===== src/hdl/buzzer_tone_sequencer_top_macros.svh =====
// Assertion macros shared by the buzzer tone sequencer RTL.
`ifndef BUZZER_TONE_SEQUENCER_TOP_MACROS_SVH
`define BUZZER_TONE_SEQUENCER_TOP_MACROS_SVH

// Same-cycle implication, checked outside reset.
`define BTS_ASSERT_IMP(lbl, clk, rstn, ante, cons, msg) \
  lbl: assert property (@(posedge clk) disable iff (!(rstn)) (ante) |-> (cons)) \
    else $error(msg);

// Next-cycle implication, checked outside reset.
`define BTS_ASSERT_NXT(lbl, clk, rstn, ante, cons, msg) \
  lbl: assert property (@(posedge clk) disable iff (!(rstn)) (ante) |=> (cons)) \
    else $error(msg);

`endif


===== src/hdl/bts_pkg.sv =====
// Types, codes and reset constants of the buzzer tone sequencer.
`timescale 1ns / 1ps
package bts_pkg;

  localparam int unsigned FreqW  = 16;
  localparam int unsigned CountW = 8;
  localparam int unsigned CfgIdxW = 3;

  localparam logic [CountW-1:0] BeepsEndless = 8'd255;

  localparam logic [FreqW-1:0]  BeepToneRst  = 16'd3200;
  localparam logic [FreqW-1:0]  SweepLowRst  = 16'd300;
  localparam logic [FreqW-1:0]  SweepHighRst = 16'd6200;
  localparam logic [FreqW-1:0]  SweepDeltaRst = 16'hFF6A; // -150
  localparam logic [CountW-1:0] HalfPeriodRst = 8'd10;

  typedef enum logic [1:0] {
    KIND_TICK  = 2'd0,
    KIND_BURST = 2'd1,
    KIND_CONST = 2'd2,
    KIND_SWEEP = 2'd3
  } kind_e;

  typedef enum logic [CfgIdxW-1:0] {
    CFG_BEEP_TONE   = 3'd0,
    CFG_SWEEP_LOW   = 3'd1,
    CFG_SWEEP_HIGH  = 3'd2,
    CFG_SWEEP_DELTA = 3'd3,
    CFG_HALF_PERIOD = 3'd4
  } cfg_idx_e;

  typedef enum logic [2:0] {
    MODE_OFF   = 3'b001,
    MODE_BEEP  = 3'b010,
    MODE_SWEEP = 3'b100
  } mode_e;

  typedef struct packed {
    logic [FreqW-1:0]        beep_tone;
    logic [FreqW-1:0]        sweep_low;
    logic [FreqW-1:0]        sweep_high;
    logic signed [FreqW-1:0] sweep_delta;
    logic [CountW-1:0]       default_half_period;
  } bts_cfg_t;

  typedef struct packed {
    kind_e             kind;
    logic [1:0]        prio;
    logic [CountW-1:0] beep_count;
    logic [CountW-1:0] half_period_ticks;
  } bts_item_t;

  typedef struct packed {
    logic [FreqW-1:0] tone_freq;
    logic             sounding;
  } bts_result_t;

  // Half period of zero behaves as one.
  function automatic logic [CountW-1:0] nonzero_len(input logic [CountW-1:0] v);
    return (v == '0) ? CountW'(1) : v;
  endfunction

endpackage


===== src/hdl/bts_cfg_regs.sv =====
// Configuration register bank of the buzzer tone sequencer.
`timescale 1ns / 1ps
module bts_cfg_regs
  import bts_pkg::*;
(
  input  logic               clk_i,
  input  logic               rst_ni,
  input  logic               cfg_we_i,
  input  logic [CfgIdxW-1:0] cfg_index_i,
  input  logic [FreqW-1:0]   cfg_data_i,
  output bts_cfg_t           cfg_o
);

  bts_cfg_t cfg_q, cfg_d;

  always_comb begin
    cfg_d = cfg_q;
    if (cfg_we_i) begin
      unique case (cfg_idx_e'(cfg_index_i))
        CFG_BEEP_TONE:   cfg_d.beep_tone = cfg_data_i;
        CFG_SWEEP_LOW:   cfg_d.sweep_low = cfg_data_i;
        CFG_SWEEP_HIGH:  cfg_d.sweep_high = cfg_data_i;
        CFG_SWEEP_DELTA: cfg_d.sweep_delta = cfg_data_i;
        CFG_HALF_PERIOD: cfg_d.default_half_period = cfg_data_i[CountW-1:0];
        default: ; // unmapped index, write dropped
      endcase
    end
  end

  always_ff @(posedge clk_i or negedge rst_ni) begin
    if (!rst_ni) begin
      cfg_q.beep_tone           <= BeepToneRst;
      cfg_q.sweep_low           <= SweepLowRst;
      cfg_q.sweep_high          <= SweepHighRst;
      cfg_q.sweep_delta         <= SweepDeltaRst;
      cfg_q.default_half_period <= HalfPeriodRst;
    end else begin
      cfg_q <= cfg_d;
    end
  end

  assign cfg_o = cfg_q;

endmodule


===== src/hdl/bts_core.sv =====
// Sound state and per-item update of the buzzer tone sequencer.
`timescale 1ns / 1ps
`include "buzzer_tone_sequencer_top_macros.svh"
module bts_core
  import bts_pkg::*;
(
  input  logic        clk_i,
  input  logic        rst_ni,
  input  logic        step_i,
  input  bts_item_t   item_i,
  input  bts_cfg_t    cfg_i,
  output bts_result_t result_o
);

  logic              active_q, active_d;
  logic [1:0]        prio_q, prio_d;
  mode_e             mode_q, mode_d;
  logic [FreqW-1:0]  freq_q, freq_d;
  logic [CountW-1:0] beeps_q, beeps_d;
  logic [CountW-1:0] half_q, half_d;
  logic [CountW-1:0] pos_q, pos_d;

  // beep step
  logic [FreqW-1:0]  beep_freq;
  logic [CountW-1:0] beep_left;
  logic [CountW-1:0] beep_h;
  logic [CountW:0]   pos_inc;
  logic [CountW-1:0] beep_pos;

  // sweep step
  logic signed [FreqW+1:0] sweep_sum;
  logic                    sweep_wrap;
  logic                    delta_pos;
  logic [FreqW-1:0]        sweep_freq;

  logic take_start;

  always_comb begin
    beep_freq = freq_q;
    beep_left = beeps_q;
    if (pos_q == '0) begin
      if (freq_q == '0) begin
        beep_freq = cfg_i.beep_tone;
      end else begin
        beep_freq = '0;
        if (beeps_q != BeepsEndless) beep_left = beeps_q - CountW'(1);
      end
    end
    beep_h   = nonzero_len(half_q);
    pos_inc  = {1'b0, pos_q} + (CountW+1)'(1);
    beep_pos = (pos_inc >= {1'b0, beep_h}) ? '0 : pos_inc[CountW-1:0];
  end

  always_comb begin
    sweep_sum  = $signed({2'b00, freq_q}) +
                 $signed({{2{cfg_i.sweep_delta[FreqW-1]}}, cfg_i.sweep_delta});
    sweep_wrap = (sweep_sum <= $signed({2'b00, cfg_i.sweep_low})) ||
                 (sweep_sum >  $signed({2'b00, cfg_i.sweep_high}));
    delta_pos  = !cfg_i.sweep_delta[FreqW-1] && (cfg_i.sweep_delta != '0);
    sweep_freq = sweep_wrap ? (delta_pos ? cfg_i.sweep_low : cfg_i.sweep_high)
                            : sweep_sum[FreqW-1:0];
  end

  assign take_start = !active_q || !(prio_q > item_i.prio);

  always_comb begin
    active_d = active_q;
    prio_d   = prio_q;
    mode_d   = mode_q;
    freq_d   = freq_q;
    beeps_d  = beeps_q;
    half_d   = half_q;
    pos_d    = pos_q;
    result_o.tone_freq = '0;
    if (step_i) begin
      if (item_i.kind != KIND_TICK) begin
        if (take_start) begin
          active_d = 1'b1;
          prio_d   = item_i.prio;
          mode_d   = (item_i.kind == KIND_SWEEP) ? MODE_SWEEP : MODE_BEEP;
          freq_d   = '0;
          pos_d    = '0;
          unique case (item_i.kind)
            KIND_BURST: begin
              beeps_d = item_i.beep_count;
              half_d  = nonzero_len(cfg_i.default_half_period);
            end
            KIND_CONST: begin
              beeps_d = BeepsEndless;
              half_d  = nonzero_len(item_i.half_period_ticks);
            end
            default: begin
              beeps_d = '0;
              half_d  = nonzero_len(cfg_i.default_half_period);
            end
          endcase
        end
      end else if (active_q) begin
        unique case (mode_q)
          MODE_BEEP: begin
            if (beeps_q == '0) begin
              active_d = 1'b0;
            end else begin
              freq_d  = beep_freq;
              beeps_d = beep_left;
              pos_d   = beep_pos;
              result_o.tone_freq = beep_freq;
            end
          end
          MODE_SWEEP: begin
            freq_d = sweep_freq;
            result_o.tone_freq = sweep_freq;
          end
          default: ;
        endcase
      end
    end
    result_o.sounding = active_d;
  end

  always_ff @(posedge clk_i or negedge rst_ni) begin
    if (!rst_ni) begin
      active_q <= 1'b0;
      prio_q   <= '0;
      mode_q   <= MODE_OFF;
      freq_q   <= '0;
      beeps_q  <= '0;
      half_q   <= HalfPeriodRst;
      pos_q    <= '0;
    end else begin
      active_q <= active_d;
      prio_q   <= prio_d;
      mode_q   <= mode_d;
      freq_q   <= freq_d;
      beeps_q  <= beeps_d;
      half_q   <= half_d;
      pos_q    <= pos_d;
    end
  end

  `BTS_ASSERT_IMP(a_active_has_mode, clk_i, rst_ni, active_q, mode_q != MODE_OFF,
                  "active sound without a mode")
  `BTS_ASSERT_IMP(a_half_nonzero, clk_i, rst_ni, 1'b1, half_q != '0,
                  "stored half period is zero")
  `BTS_ASSERT_IMP(a_pos_in_period, clk_i, rst_ni, 1'b1, pos_q < half_q,
                  "period position beyond half period")

endmodule


===== src/hdl/buzzer_tone_sequencer_top.sv =====
// Top level of the buzzer tone sequencer: input stage, core, result stage.
//
//  port group   dir   transfer condition             payload
//  in_*         in    in_valid_i  & in_ready_o       kind, prio, beep_count, half_period_ticks
//  out_*        out   out_valid_o & out_ready_i      tone_freq, sounding
//  cfg_*        in    cfg_we_i                       cfg_index_i, cfg_data_i
//
// One item per clock unless a tick waits on a stalled output: an item is held in
// the input register, the core updates the sound state, and a tick's result
// lands in the output register; starts give no result. A stalled output holds
// only ticks back; the input register keeps taking items while the result stage
// can drain. Reset clears all sound state at once.
`timescale 1ns / 1ps
`include "buzzer_tone_sequencer_top_macros.svh"
module buzzer_tone_sequencer_top
  import bts_pkg::*;
(
  input  logic               clk_i,
  input  logic               rst_ni,
  input  logic               in_valid_i,
  output logic               in_ready_o,
  input  logic [1:0]         kind_i,
  input  logic [1:0]         prio_i,
  input  logic [CountW-1:0]  beep_count_i,
  input  logic [CountW-1:0]  half_period_ticks_i,
  output logic               out_valid_o,
  input  logic               out_ready_i,
  output logic [FreqW-1:0]   tone_freq_o,
  output logic               sounding_o,
  input  logic               cfg_we_i,
  input  logic [CfgIdxW-1:0] cfg_index_i,
  input  logic [FreqW-1:0]   cfg_data_i
);

  bts_cfg_t    cfg;
  bts_item_t   item_q;
  logic        in_valid_q;
  logic        out_valid_q;
  bts_result_t res_q;
  bts_result_t core_res;
  logic        is_tick;
  logic        advance;
  logic        out_load;

  bts_cfg_regs u_cfg (
    .clk_i       (clk_i),
    .rst_ni      (rst_ni),
    .cfg_we_i    (cfg_we_i),
    .cfg_index_i (cfg_index_i),
    .cfg_data_i  (cfg_data_i),
    .cfg_o       (cfg)
  );

  assign is_tick  = (item_q.kind == KIND_TICK);
  // starts never need the result stage
  assign advance  = in_valid_q && (!is_tick || !out_valid_q || out_ready_i);
  assign out_load = advance && is_tick;
  assign in_ready_o = !in_valid_q || advance;

  bts_core u_core (
    .clk_i    (clk_i),
    .rst_ni   (rst_ni),
    .step_i   (advance),
    .item_i   (item_q),
    .cfg_i    (cfg),
    .result_o (core_res)
  );

  always_ff @(posedge clk_i or negedge rst_ni) begin
    if (!rst_ni) begin
      in_valid_q  <= 1'b0;
      out_valid_q <= 1'b0;
    end else begin
      if (in_ready_o) in_valid_q <= in_valid_i;
      out_valid_q <= (out_valid_q && !out_ready_i) || out_load;
    end
  end

  always_ff @(posedge clk_i) begin
    if (in_valid_i && in_ready_o) begin
      item_q.kind              <= kind_e'(kind_i);
      item_q.prio              <= prio_i;
      item_q.beep_count        <= beep_count_i;
      item_q.half_period_ticks <= half_period_ticks_i;
    end
    if (out_load) res_q <= core_res;
  end

  assign out_valid_o = out_valid_q;
  assign tone_freq_o = res_q.tone_freq;
  assign sounding_o  = res_q.sounding;

  `BTS_ASSERT_NXT(a_start_no_result, clk_i, rst_ni,
                  advance && !is_tick && !(out_valid_q && !out_ready_i), !out_valid_q,
                  "start command produced a result")
  `BTS_ASSERT_NXT(a_tick_gives_result, clk_i, rst_ni, out_load, out_valid_q,
                  "tick did not produce a result")
  `BTS_ASSERT_NXT(a_blocked_item_held, clk_i, rst_ni, in_valid_q && !advance, in_valid_q,
                  "blocked item dropped from input stage")

endmodule

===== config.mk =====
export PLATFORM = sky130hd
export DESIGN_NAME = buzzer_tone_sequencer_top
export DESIGN_NICKNAME = d
export VERILOG_FILES = /design/src/hdl/bts_pkg.sv /design/src/hdl/bts_cfg_regs.sv /design/src/hdl/bts_core.sv /design/src/hdl/buzzer_tone_sequencer_top.sv
export VERILOG_INCLUDE_DIRS = /design/src /design/src/hdl
export SDC_FILE = /design/constraint.sdc
export NUM_CORES = 1
export LEC_CHECK = 0
export ABC_AREA = 1
export BUFFER_PORTS_ARGS = -buffer_cell sky130_fd_sc_hd__buf_2
export CORE_ASPECT_RATIO = 1.5
export CORE_MARGIN = 3
export CORE_UTILIZATION = 35
export DETAILED_ROUTE_END_ITERATION = 7
export GPL_TIMING_DRIVEN = 0
export PLACE_DENSITY = 0.61
export SYNTH_ARGS = -nofsm -noshare
export SYNTH_HDL_FRONTEND = slang
export SYNTH_HIERARCHICAL = 1
export SYNTH_SLANG_ARGS = --single-unit
export TNS_END_PERCENT = 1

===== constraint.sdc =====
create_clock -name clk_i -period 5.8 [get_ports clk_i]
set_input_delay 0.58 -clock clk_i [delete_from_list [all_inputs] [get_ports clk_i]]
set_output_delay 0.58 -clock clk_i [all_outputs]
set_load 0.02 [all_outputs]

=== Word level (Yosys, flattened, before mapping) ===
Cells that the tools add are included.

* Bits in registers: 157
* Input bits: 44
* Output and inout bits: 19
* Logic and storage cells: 123

* $add $sub $neg: 3
* $lt $le $gt $ge: 4
* Eq/ne operators: 14
* Multiplexer cells: 37
* Bitwise gates (word level): 2
* Reductions and logical operators: 43

{| class="wikitable"
|+ Operators with widths
! kind !! count
|-
| 16-bit two-way mux || 9
|-
| 8-bit two-way mux || 18
|-
| 16-bit case mux with 2 select lines || 2
|-
| 8-bit zero test || 5
|-
| 17-bit by 16-bit adder with 18-bit output || 1
|-
| 18-bit by 17-bit > comparator with 1-bit output || 1
|-
| 18-bit by 17-bit less-or-equal comparator with 1-bit output || 1
|-
| 16-bit zero test || 1
|-
| 8-bit case mux with 2 select lines || 1
|-
| 16-bit nonzero test || 1
|-
| 2-bit AND reduction || 5
|-
| 5-bit AND reduction || 2
|-
| 2-bit nonzero test || 5
|-
| 8-bit by 1-bit adder with 9-bit output, second input constant || 1
|-
| 3-bit by 2-bit equality test with 1-bit output, second input constant || 3
|-
| 9-bit by 8-bit >= comparator with 1-bit output || 1
|-
| 8-bit inequality test, second input constant || 1
|-
| 8-bit AND reduction || 1
|-
| 8-bit by 1-bit subtractor with 8-bit output, second input constant || 1
|-
| 1-bit zero test || 7
|-
| 3-bit equality test, second input constant || 2
|-
| 1-bit logical OR || 6
|-
| 1-bit two-way mux || 6
|-
| 1-bit logical AND || 5
|-
| 14 further kinds || 17
|}

=== Longest topological paths before layout ===
Gate-level depths: netlist of the first run.

* Depth in word-level cells: 8
* Mapped depth: 27
* Gate-level depth less buffers: 26

=== By module ===
Netlist of the first run, hierarchy kept.

{| class="wikitable"
|+ By module, submodules not included
! module !! instances !! cells an instance !! area an instance (µm²)
|-
| bts_core || 1 || 882 || 5694.2
|-
| bts_cfg_regs || 1 || 321 || 2952.8
|-
| buzzer_tone_sequencer_top || 1 || 51 || 1229.9
|}

=== Least setup slack after synthesis of the first run ===
OpenSTA, ideal clock, no wires.

* Path type: register to register
* From: register u_cfg.cfg_q, in the netlist u_cfg/cfg_o[8]
* To: register res_q, in the netlist tone_freq_o[14] (data pin)
* Setup time: 0.250 ns
* Arrival: 3.162 ns
* Data required time: 5.550 ns
* Setup slack: 2.388 ns
* Cell stages (with the launch flop): 26
* Path buffers: 1
* Clock period less this slack: 3.412 ns
* Path through: dfrtp_1 -> ha_1 -> fa_1 -> nand3_1 -> nand2_1 -> nand2_1 -> nand2_2 -> nand2_1 -> nor2_1 -> o21ai_0 -> nand2_1 -> inv_1 -> ha_1 -> nand2_1 -> nor2_1 -> a21oi_1 -> o21ai_0 -> a21boi_0 -> a21oi_4 -> nand3_4 -> buf_6 -> nand2_2 -> nand2_1 -> nand2_1 -> nand3_2 -> inv_1

* Longest elaborated chain between the ends: 5
* Elaborated cells between the ends (all ways): 9

{| class="wikitable"
|+ RTL lines
! element !! RTL line !! source
|-
| start, declared || bts_cfg_regs.sv:14 || <nowiki>bts_cfg_t cfg_q, cfg_d;</nowiki>
|-
| start signal, assigned || bts_cfg_regs.sv:38 || <nowiki>cfg_q <= cfg_d;</nowiki>
|-
| 17-bit by 16-bit adder with 18-bit output or 16-bit nonzero test (tied branches) || bts_core.sv:55, bts_core.sv:59 ||
|-
| 18-bit by 17-bit less-or-equal comparator with 1-bit output (tied with other cells) || bts_core.sv:57 || <nowiki>sweep_wrap = (sweep_sum <= $signed({2'b00, cfg_i.sweep_low})) ||</nowiki>
|-
| 1-bit logical OR or 16-bit two-way mux (tied branches) || bts_core.sv:57, bts_core.sv:60 ||
|-
| 16-bit two-way mux * || bts_core.sv:60 || <nowiki>sweep_freq = sweep_wrap ? (delta_pos ? cfg_i.sweep_low : cfg_i.sweep_high)</nowiki>
|-
| 16-bit case mux with 2 select lines * || bts_core.sv:99 || <nowiki>unique case (mode_q)</nowiki>
|-
| end signal, assigned || buzzer_tone_sequencer_top.sv:86 || <nowiki>if (out_load) res_q <= core_res;</nowiki>
|-
| end, declared || buzzer_tone_sequencer_top.sv:39 || <nowiki>bts_result_t res_q;</nowiki>
|}

Every way passes the cells marked *; elsewhere a longest branch is shown, timed or not.
A chain may end at the register's enable or synchronous reset.

=== Final worst setup path of the first run ===
* From: register u_core.freq_q[6]
* To: register res_q, in the netlist tone_freq_o[5] (data pin)

* Longest elaborated chain between the ends: 5
* Elaborated cells between the ends (all ways): 10

{| class="wikitable"
|+ RTL lines
! element !! RTL line !! source
|-
| start, declared || bts_core.sv:18 || <nowiki>logic [FreqW-1:0] freq_q, freq_d;</nowiki>
|-
| start signal, assigned || bts_core.sv:134 || <nowiki>freq_q <= freq_d;</nowiki>
|-
| 17-bit by 16-bit adder with 18-bit output or 16-bit zero test (tied branches) || bts_core.sv:55, bts_core.sv:42 ||
|-
| 18-bit by 17-bit less-or-equal comparator with 1-bit output (tied with other cells) || bts_core.sv:57 ||
|-
| 1-bit logical OR or 16-bit two-way mux (tied branches) || bts_core.sv:57, bts_core.sv:41 ||
|-
| 16-bit two-way mux, on equally long branches || bts_core.sv:60, bts_core.sv:101 ||
|-
| 16-bit case mux with 2 select lines * || bts_core.sv:99 ||
|}

Marks and branches as above.

==> results of run 1 <==
## per-stage QoR
step | instance area, um2 | cells | util | power (mW)
5_1_grt | 11200 | 1691 | 0.408 | 5.55
3_3_place_gp | 10600 | 1658 | 0.386 | 3.98
6_report | 11200 | 1692 | 0.408 | 5.13
2_1_floorplan | 9880 | 1254 | - | 3.31
4_1_cts | 11200 | 1691 | 0.408 | 5.15
3_5_place_dp | 10600 | 1659 | 0.387 | 4.03
## sequential cells by signal, summed over array words and instances, names as in the netlist
name / flops
u_core/beeps_q: 8
item_q: 20
u_core/mode_q: 3
u_core/prio_q: 2
tone_freq_o: 16
sounding_o: 1
u_cfg/cfg_o: 72
u_core/freq_q: 16
u_core/half_q: 8
u_core/active_q: 1
in_valid_q: 1
out_valid_o: 1
u_core/pos_q: 8
## layer usage
metal | up-vias | global-route usage | part of all wire
met2 | 218 | 0.354 | 0.54
met4 | 0 | 0.0987 | 0.048
met5 | - | 0 | 0
met1 | 3911 | 0.205 | 0.38
met3 | 63 | 0.0258 | 0.033
li1 | 4256 | - | -
## worst reg2reg max path, delay by kind of cell (launching register included)
kind | cells | cell delay, ps
compound gates | 3 | 630
xor+xnor | 1 | 290
fa+ha+maj | 2 | 690
buf+inv | 3 | 540
flops | 1 | 460
simple gates | 14 | 1420
## how the worst max path moves through the flow
stage                startpoint  cells after the start         endpoint  slack, ps
2_1_floorplan    u_cfg/cfg_o[8]                     25  tone_freq_o[14]       2390
3_3_place_gp   u_core/freq_q[6]                     23   tone_freq_o[4]       1640
3_5_place_dp    u_cfg/cfg_o[14]                     23   tone_freq_o[4]       1570
4_1_cts        u_core/freq_q[6]                     23   tone_freq_o[4]       1530
5_1_grt        u_core/freq_q[2]                     23   tone_freq_o[5]       1150
6_report       u_core/freq_q[6]                     23   tone_freq_o[5]       1530
## kinds of logic (layout without fill, tap and decap cells)
kind of cell               after synthesis  in the layout  share of synthesized area
and+or+nand+nor                        652            652                      0.298
buffers and inverters                  216            311                     0.0904
DFF                                    157            157                      0.420
AOI/OAI and AO/OA                      144            144                     0.0893
adders and majority gates               69             69                     0.0882
xor gates and xnor gates                16             16                     0.0142
other                                    0              1                          0
## placed cells by master, fill, tap and decap left out, types with 6 or more instances in the layout
cell / netlist / final
dfstp_2: 29 / 29
o21ai_1: 8 / 8
dfrtp_1: 91 / 91
nand3_2: 10 / 10
nor2_2: 7 / 7
nor2_1: 51 / 51
buf_4: 8 / 8
nand2_2: 20 / 20
edfxtp_1: 37 / 37
nand4_1: 28 / 28
nor4_1: 9 / 9
nand3_1: 91 / 91
clkbuf_16: 0 / 17
nand2_1: 408 / 408
inv_2: 6 / 6
buf_6: 5 / 6
inv_1: 170 / 170
xor2_1: 13 / 13
clkbuf_1: 11 / 13
a2bb2oi_1: 12 / 12
a31oi_1: 6 / 6
ha_1: 68 / 68
o21ai_0: 34 / 34
buf_2: 12 / 73
o211ai_1: 6 / 6
nor3_1: 10 / 10
o22ai_1: 12 / 12
a21oi_1: 41 / 41
## power by group
group	total, mW	switching [mW]	internal, mW
clock	1.10	0.498	0.601
sequential	1.56	0.183	1.37
combinational	2.47	1.61	0.867
## final cells by class
cell class              count  area (um2)  area share
clock buffers              19         433      0.0386
repair buffers             63         344      0.0307
diodes                      1        2.50    0.000223
multi-input cells         881        4830       0.431
plain buffers              38         225      0.0201
well taps                 342         428      0.0382
flip-flops and latches    157        4150       0.370
clock inverters            13         129      0.0115
inverters                 178         668      0.0596
==> impl_metrics.env, run 1 <==
export IMPL_fin_crit_ps=4270
export IMPL_holdWs_ps=131
export IMPL_synth_seq_area_share=0.420
export IMPL_ant_nets=0
export IMPL_regToRegSetupSlack_ps=1530
export IMPL_die_width_um=143
export IMPL_rr_startpoint="u_core/freq_q[6]"
export IMPL_worstSetupStartpointType="flop"
export IMPL_finalSetupTns_ps=0
export IMPL_status="complete, no violations"
export IMPL_fillers=2794
export IMPL_post_synth_top_area_fraction=0.231
export IMPL_crit_path_top_delay_cell="dfrtp_1"
export IMPL_post_dp_hpwl_um=21900
export IMPL_cts_resized=0
export IMPL_ir_worst_vdd_uv=226
export IMPL_drt_first_pass_iters=5
export IMPL_grt_pass1_vias=8496
export IMPL_finalClockSkew_ps=8.72
export IMPL_cp_arrival_ps=4460
export IMPL_ctsHoldBuffers=0
export IMPL_drc=0
export IMPL_yosysWarnings=6
export IMPL_synth_commonest_cells="408 x nand2_1, 170 x inv_1, 91 x dfrtp_1, 91 x nand3_1, 68 x ha_1"
export IMPL_crit_type="flop to flop"
export IMPL_htree_levels=4
export IMPL_nets=1449
export IMPL_cts_buffers=17
export IMPL_io_buffers=62
export IMPL_fin_crit_sh=0.736
export IMPL_synth_top_area_cell="dfrtp_1"
export IMPL_syn2layout_area_growth_pct=13.5
export IMPL_cts_max_path_buffers=2
export IMPL_crit_top_cell="nand2_1"
export IMPL_reg2reg_to="tone_freq_o[5]"
export IMPL_cp_cell_sequence="ha_1 -> nand2_1 -> nand2_1 -> a21oi_1 -> nand2_1 -> a21oi_1 -> xor2_1 -> inv_1 -> ha_1 -> a21o_1 -> nor2_1 -> nand3_1 -> nand2_1 -> nand2_1 -> nand2_1 -> nand2_1 -> nand2_2 -> clkbuf_1 -> nand4_1 -> nand2_1 -> nand2_1 -> nand3_1 -> inv_1"
export IMPL_clockRootBuffer="clkbuf_16"
export IMPL_preCtsSetupSlack_ps=1570
export IMPL_drt_wirelength_per_cell_um=16.3
export IMPL_syn_area_mm2=0.00988
export IMPL_grt_ovfl_total=0
export IMPL_yosysUniqueCellTypes=52
export IMPL_grt_max_degree=63
export IMPL_design_die_area_mm2=0.0303
export IMPL_drive_gt1_frac=0.153
export IMPL_synthCells=1254
export IMPL_p_leak_nw=5.93
export IMPL_cts_reportedPaths_clkPinSlew_ps=70
export IMPL_critPathCaptureType="flop"
export IMPL_rsz0062_at_grt="false"
export IMPL_detail_route_iter0_violations=559
export IMPL_finalWeightedCongestion=0.912
export IMPL_rows=74
export IMPL_ioPinCount=63
export IMPL_fmax_ghz=0.234
export IMPL_yosysMostFrequentCell="nand2_1"
export IMPL_routed_wl_um=27600
export IMPL_synthFlopType="dfrtp_1"
export IMPL_syn_num_nets=1367
export IMPL_slew_violations=0
export IMPL_initial_core_util=0.359
export IMPL_hp_class="input port to asynchronous set/reset pin"
export IMPL_syn_area_per_cell_um2=7.88
export IMPL_cp_max_fo=10
export IMPL_cpPeakStageDelay_ps=460
export IMPL_slew_headroom=0.525
export IMPL_cts_setup_buffers=0
export IMPL_power_density_mw_per_mm2=457
export IMPL_cap_violations=0
export IMPL_antenna_found_initial=1
export IMPL_insertion_delay_ps=430
export IMPL_worstMarginPinSlew_ps=712
export IMPL_required_ps=5990
export IMPL_drt_vias_per_instance=4.99
export IMPL_fp_dieH_um=212
export IMPL_fin_ws_ps=1530
export IMPL_critPathBufInv=3
export IMPL_cts_sinks=157
export IMPL_vias=8448
export IMPL_finalHoldViolations=0
export IMPL_setup_viol=0
export IMPL_synthArstFlopShare=0.764
export IMPL_cts_tree="yes"
export IMPL_coreArea_mm2=0.0275
export IMPL_path_delay_family="simple AND/OR/NAND/NOR gates"
export IMPL_synth_edf_count=37
export IMPL_ys_seq_elements=157
export IMPL_grt_pass1_wl_um=44200
export IMPL_yosys_top_cells_area="dfrtp_1 23%, nand2_1 16%, edfxtp_1 11%, ha_1 8.6%, dfstp_2 7.7%"
export IMPL_worstRegToRegCells=23
export IMPL_grt_use_total=0.190
Power figures use the tool's default switching activity.
==> run 2: changes to the inputs <==
--- a/config.mk
+++ b/config.mk
@@ -6,14 +6,14 @@
 export SDC_FILE = /design/constraint.sdc
 export NUM_CORES = 1
 export LEC_CHECK = 0
-export ABC_AREA = 1
+export ABC_AREA = 0
 export BUFFER_PORTS_ARGS = -buffer_cell sky130_fd_sc_hd__buf_2
 export CORE_ASPECT_RATIO = 1.5
 export CORE_MARGIN = 3
 export CORE_UTILIZATION = 35
 export DETAILED_ROUTE_END_ITERATION = 7
 export GPL_TIMING_DRIVEN = 0
-export PLACE_DENSITY = 0.61
+export PLACE_DENSITY = 0.63
 export SYNTH_ARGS = -nofsm -noshare
 export SYNTH_HDL_FRONTEND = slang
 export SYNTH_HIERARCHICAL = 1
==> constraint.sdc (replaced) <==
create_clock -name clk_i -period 3.6 [get_ports clk_i]
set_input_delay 0.36 -clock clk_i [delete_from_list [all_inputs] [get_ports clk_i]]
set_output_delay 0.36 -clock clk_i [all_outputs]
set_load 0.02 [all_outputs]
==> run 2 against run 1 <==
Effect of this change:
- the flow now finishes with violations (setup timing)
- worst setup slack got worse by 2100 ps
- synthesized cell count decreased by 32%
- sequential power rose by 72%
- sequential share of layout area rose by 0.24 points
- non-clock buffer count grew 22
- hold slack got worse by 26 ps
- power rose by 97%
- cell area down 0.61%
- global-route usage decreased by 1.6 points
- core utilization increased by 3.2 points
==> impl_metrics.env, run 2 <==
export IMPL_synthArstFlopShare=0.764
export IMPL_fillers=2410
export IMPL_rsz0062_at_grt="true"
export IMPL_syn_area_per_cell_um2=10.7
export IMPL_insertion_delay_ps=430
export IMPL_nets=1066
export IMPL_yosysWarnings=6
export IMPL_violations="setup timing"
export IMPL_cp_cell_sequence="ha_4 -> fa_2 -> nand3_2 -> a21oi_2 -> or3_4 -> a21oi_4 -> o21ai_2 -> xor2_2 -> ha_2 -> a21o_1 -> a21oi_2 -> o21ai_2 -> a221oi_2 -> a31oi_1 -> and4b_1 -> buf_6 -> buf_12 -> mux2i_4 -> o22ai_2"
export IMPL_cts_reportedPaths_clkPinSlew_ps=70
export IMPL_grt_max_degree=82
export IMPL_synth_top_area_cell="dfrtp_1"
export IMPL_most_common_layout_cells="90 x dfrtp_1, 75 x mux2_2, 71 x nand2_1"
export IMPL_multi_input_area_mm2=0.00502
export IMPL_grt_pass1_wl_um=37100
export IMPL_post_dp_hpwl_um=17400
export IMPL_ir_worst_vdd_uv=471
export IMPL_cpPeakStageDelay_ps=440
export IMPL_initial_core_util=0.359
export IMPL_drt_wirelength_per_cell_um=18.1
export IMPL_syn2layout_area_growth_pct=22.7
export IMPL_rows=71
export IMPL_cts_buffers=17
export IMPL_vias=6899
export IMPL_hp_class="input port to flop"
export IMPL_cts_max_path_buffers=2
export IMPL_final_common_cell="dfrtp_1"
export IMPL_drt_vias_per_instance=5.33
export IMPL_htree_levels=4
export IMPL_p_leak_nw=4.79
export IMPL_largest_reg_flops=72
export IMPL_design_die_area_mm2=0.0280
export IMPL_synth_edf_count=37
export IMPL_fmax_ghz=0.240
export IMPL_grt_ovfl_total=0
export IMPL_ys_seq_elements=157
export IMPL_status="complete, but fails checks"
export IMPL_n_antenna_cell=0
export IMPL_preCtsSetupSlack_ps=-1020
export IMPL_fin_crit_ps=4170
export IMPL_grt_use_total=0.173
export IMPL_drt_first_pass_iters=5
export IMPL_path_delay_family="compound AO/OA/AOI/OAI gates"
export IMPL_cp_max_fo=5
export IMPL_synth_top_family_by_area="compound AO/OA/AOI/OAI gates"
export IMPL_yosys_area_share_simple=0.115
export IMPL_coreArea_mm2=0.0253
export IMPL_detail_route_iter0_violations=313
export IMPL_synth_seq_area_share=0.457
export IMPL_cp_arrival_ps=4310
export IMPL_ant_nets=0
export IMPL_cap_violations=0
export IMPL_synthFlopType="dfrtp_1"
export IMPL_finalWeightedCongestion=0.881
export IMPL_finalHoldViolations=0
export IMPL_post_synth_top_area_fraction=0.251
export IMPL_yosys_top_cells_area="dfrtp_1 25%, edfxtp_1 12%, ha_1 9.4%, mux2_2 9.3%, dfstp_2 8.4%"
export IMPL_ioPinCount=63
export IMPL_fp_dieH_um=203
export IMPL_critPathCaptureType="flop"
export IMPL_seq_area_mm2=0.00415
export IMPL_fin_crit_sh=1.16
export IMPL_synth_commonest_cells="91 x dfrtp_1, 75 x mux2_2, 71 x nand2_1, 68 x ha_1, 64 x o21ai_0"
export IMPL_drive_gt1_frac=0.325
export IMPL_drc=0
export IMPL_cts_tree="yes"
export IMPL_io_buffers=62
export IMPL_synthCells=848
export IMPL_crit_path_top_delay_cell="dfrtp_1"
export IMPL_worstSetupStartpointType="flop"
export IMPL_yosysMostFrequentCell="dfrtp_1"
export IMPL_setup_viol=32
export IMPL_power_density_mw_per_mm2=906
export IMPL_required_ps=3750
export IMPL_critPathBufInv=2
export IMPL_fin_ws_ps=-565
export IMPL_finalClockSkew_ps=11.1
export IMPL_worstMarginPinSlew_ps=958
export IMPL_grt_pass1_vias=7103
export IMPL_syn_num_nets=961
export IMPL_die_width_um=138
export IMPL_muxShareOfSynthArea=0.119
export IMPL_slew_violations=0
export IMPL_crit_type="flop to flop"
export IMPL_cts_sinks=157
export IMPL_regToRegSetupSlack_ps=-570
export IMPL_yosys_area_share_xor_xnor=0.0193
export IMPL_holdWs_ps=104
export IMPL_yosysUniqueCellTypes=67
export IMPL_clockRootBuffer="clkbuf_16"
export IMPL_synth_compound_area_share=0.147
export IMPL_synth_fa_ha_area_frac=0.0959
export IMPL_syn_area_mm2=0.00908
export IMPL_antenna_found_initial=0
export IMPL_slew_headroom=0.362
export IMPL_routed_wl_um=23500
==> run 2: changes by cell type after synthesis, sizes merged, moves of 35 or more <==
| cell | change |
|---|---|
| inv | -120 |
| mux2 | +75 |
| nand2 | -362 |
| nand3 | -88 |
| nor2 | -42 |
| o21ai | +35 |
==> run 2: logic make-up after synthesis <==
kind of cell | after synthesis
AO/OA/AOI/OAI | 215
XOR/XNOR | 20
adder cells (fa/ha/maj) | 69
buffers and inverters | 93
flip-flops | 157
multiplexers | 99
AND/OR/NAND/NOR | 195
==> run 2: repair_timing <==
action                                  in CTS  in global routing
resized for setup                           53                 35
pin swaps                                   23                 23
buffers inserted                            14                  6
endpoints found under the hold margin       23                  0
gates cloned                                 1                  0
hold buffers                                 1                  0
endpoints found under the setup margin      32                 32
==> run 2: path summary, 6_finish.rpt <==
check,startpoint,to,cells past startpoint
min in group asynchronous,rst_ni,u_cfg/cfg_o[30],2
hold reg to reg,u_core/half_q[3],u_core/half_q[3],2
setup reg to reg,u_core/freq_q[0],tone_freq_o[8],19
max in group asynchronous,rst_ni,u_core/mode_q[0],3
hold / removal,beep_count_i[3],item_q[11],1
setup / recovery,u_core/freq_q[0],tone_freq_o[8],19
==> run 2: power breakdown <==
| part | internal (mW) | total, mW | switching (mW) |
|---|---|---|---|
| Clock | 0.964 | 1.78 | 0.815 |
| Combinational | 2.58 | 5.63 | 3.05 |
| Sequential | 2.29 | 2.69 | 0.402 |
| Total | 5.83 | 10.1 | 4.27 |
==> run 2: layout make-up <==
cell class | instances | area share
inverter | 56 | 0.0189
clock buffer | 18 | 0.0404
clock inverter | 14 | 0.0126
sequential | 157 | 0.373
tap | 328 | 0.0368
buffer | 37 | 0.0193
multi-input combinational | 598 | 0.450
timing repair buffer | 86 | 0.0494
==> run 2: metrics by stage <==
stage,setup TNS (ps),util,cells,total power [mW],instance area (um2)
6_report,-15090,0.440,1294,10.1,11100
5_1_grt,-21460,0.440,1294,10.8,11100
4_1_cts,-19470,0.431,1288,9.71,10900
3_5_place_dp,-26010,0.390,1240,7.12,9890
3_3_place_gp,-26340,0.389,1238,7.02,9840
2_1_floorplan,-2970,-,848,5.92,9120
==> run 2: routing by layer <==
layer  track usage  up-vias  part of all wire  wire length (um)
li1              -     3326                 -                 -
met1         0.192     3340              0.38              9030
met2         0.302      165              0.52             12200
met3        0.0291       68             0.030               710
met4         0.112        0             0.065              1520
met5             0        -                 0                 0
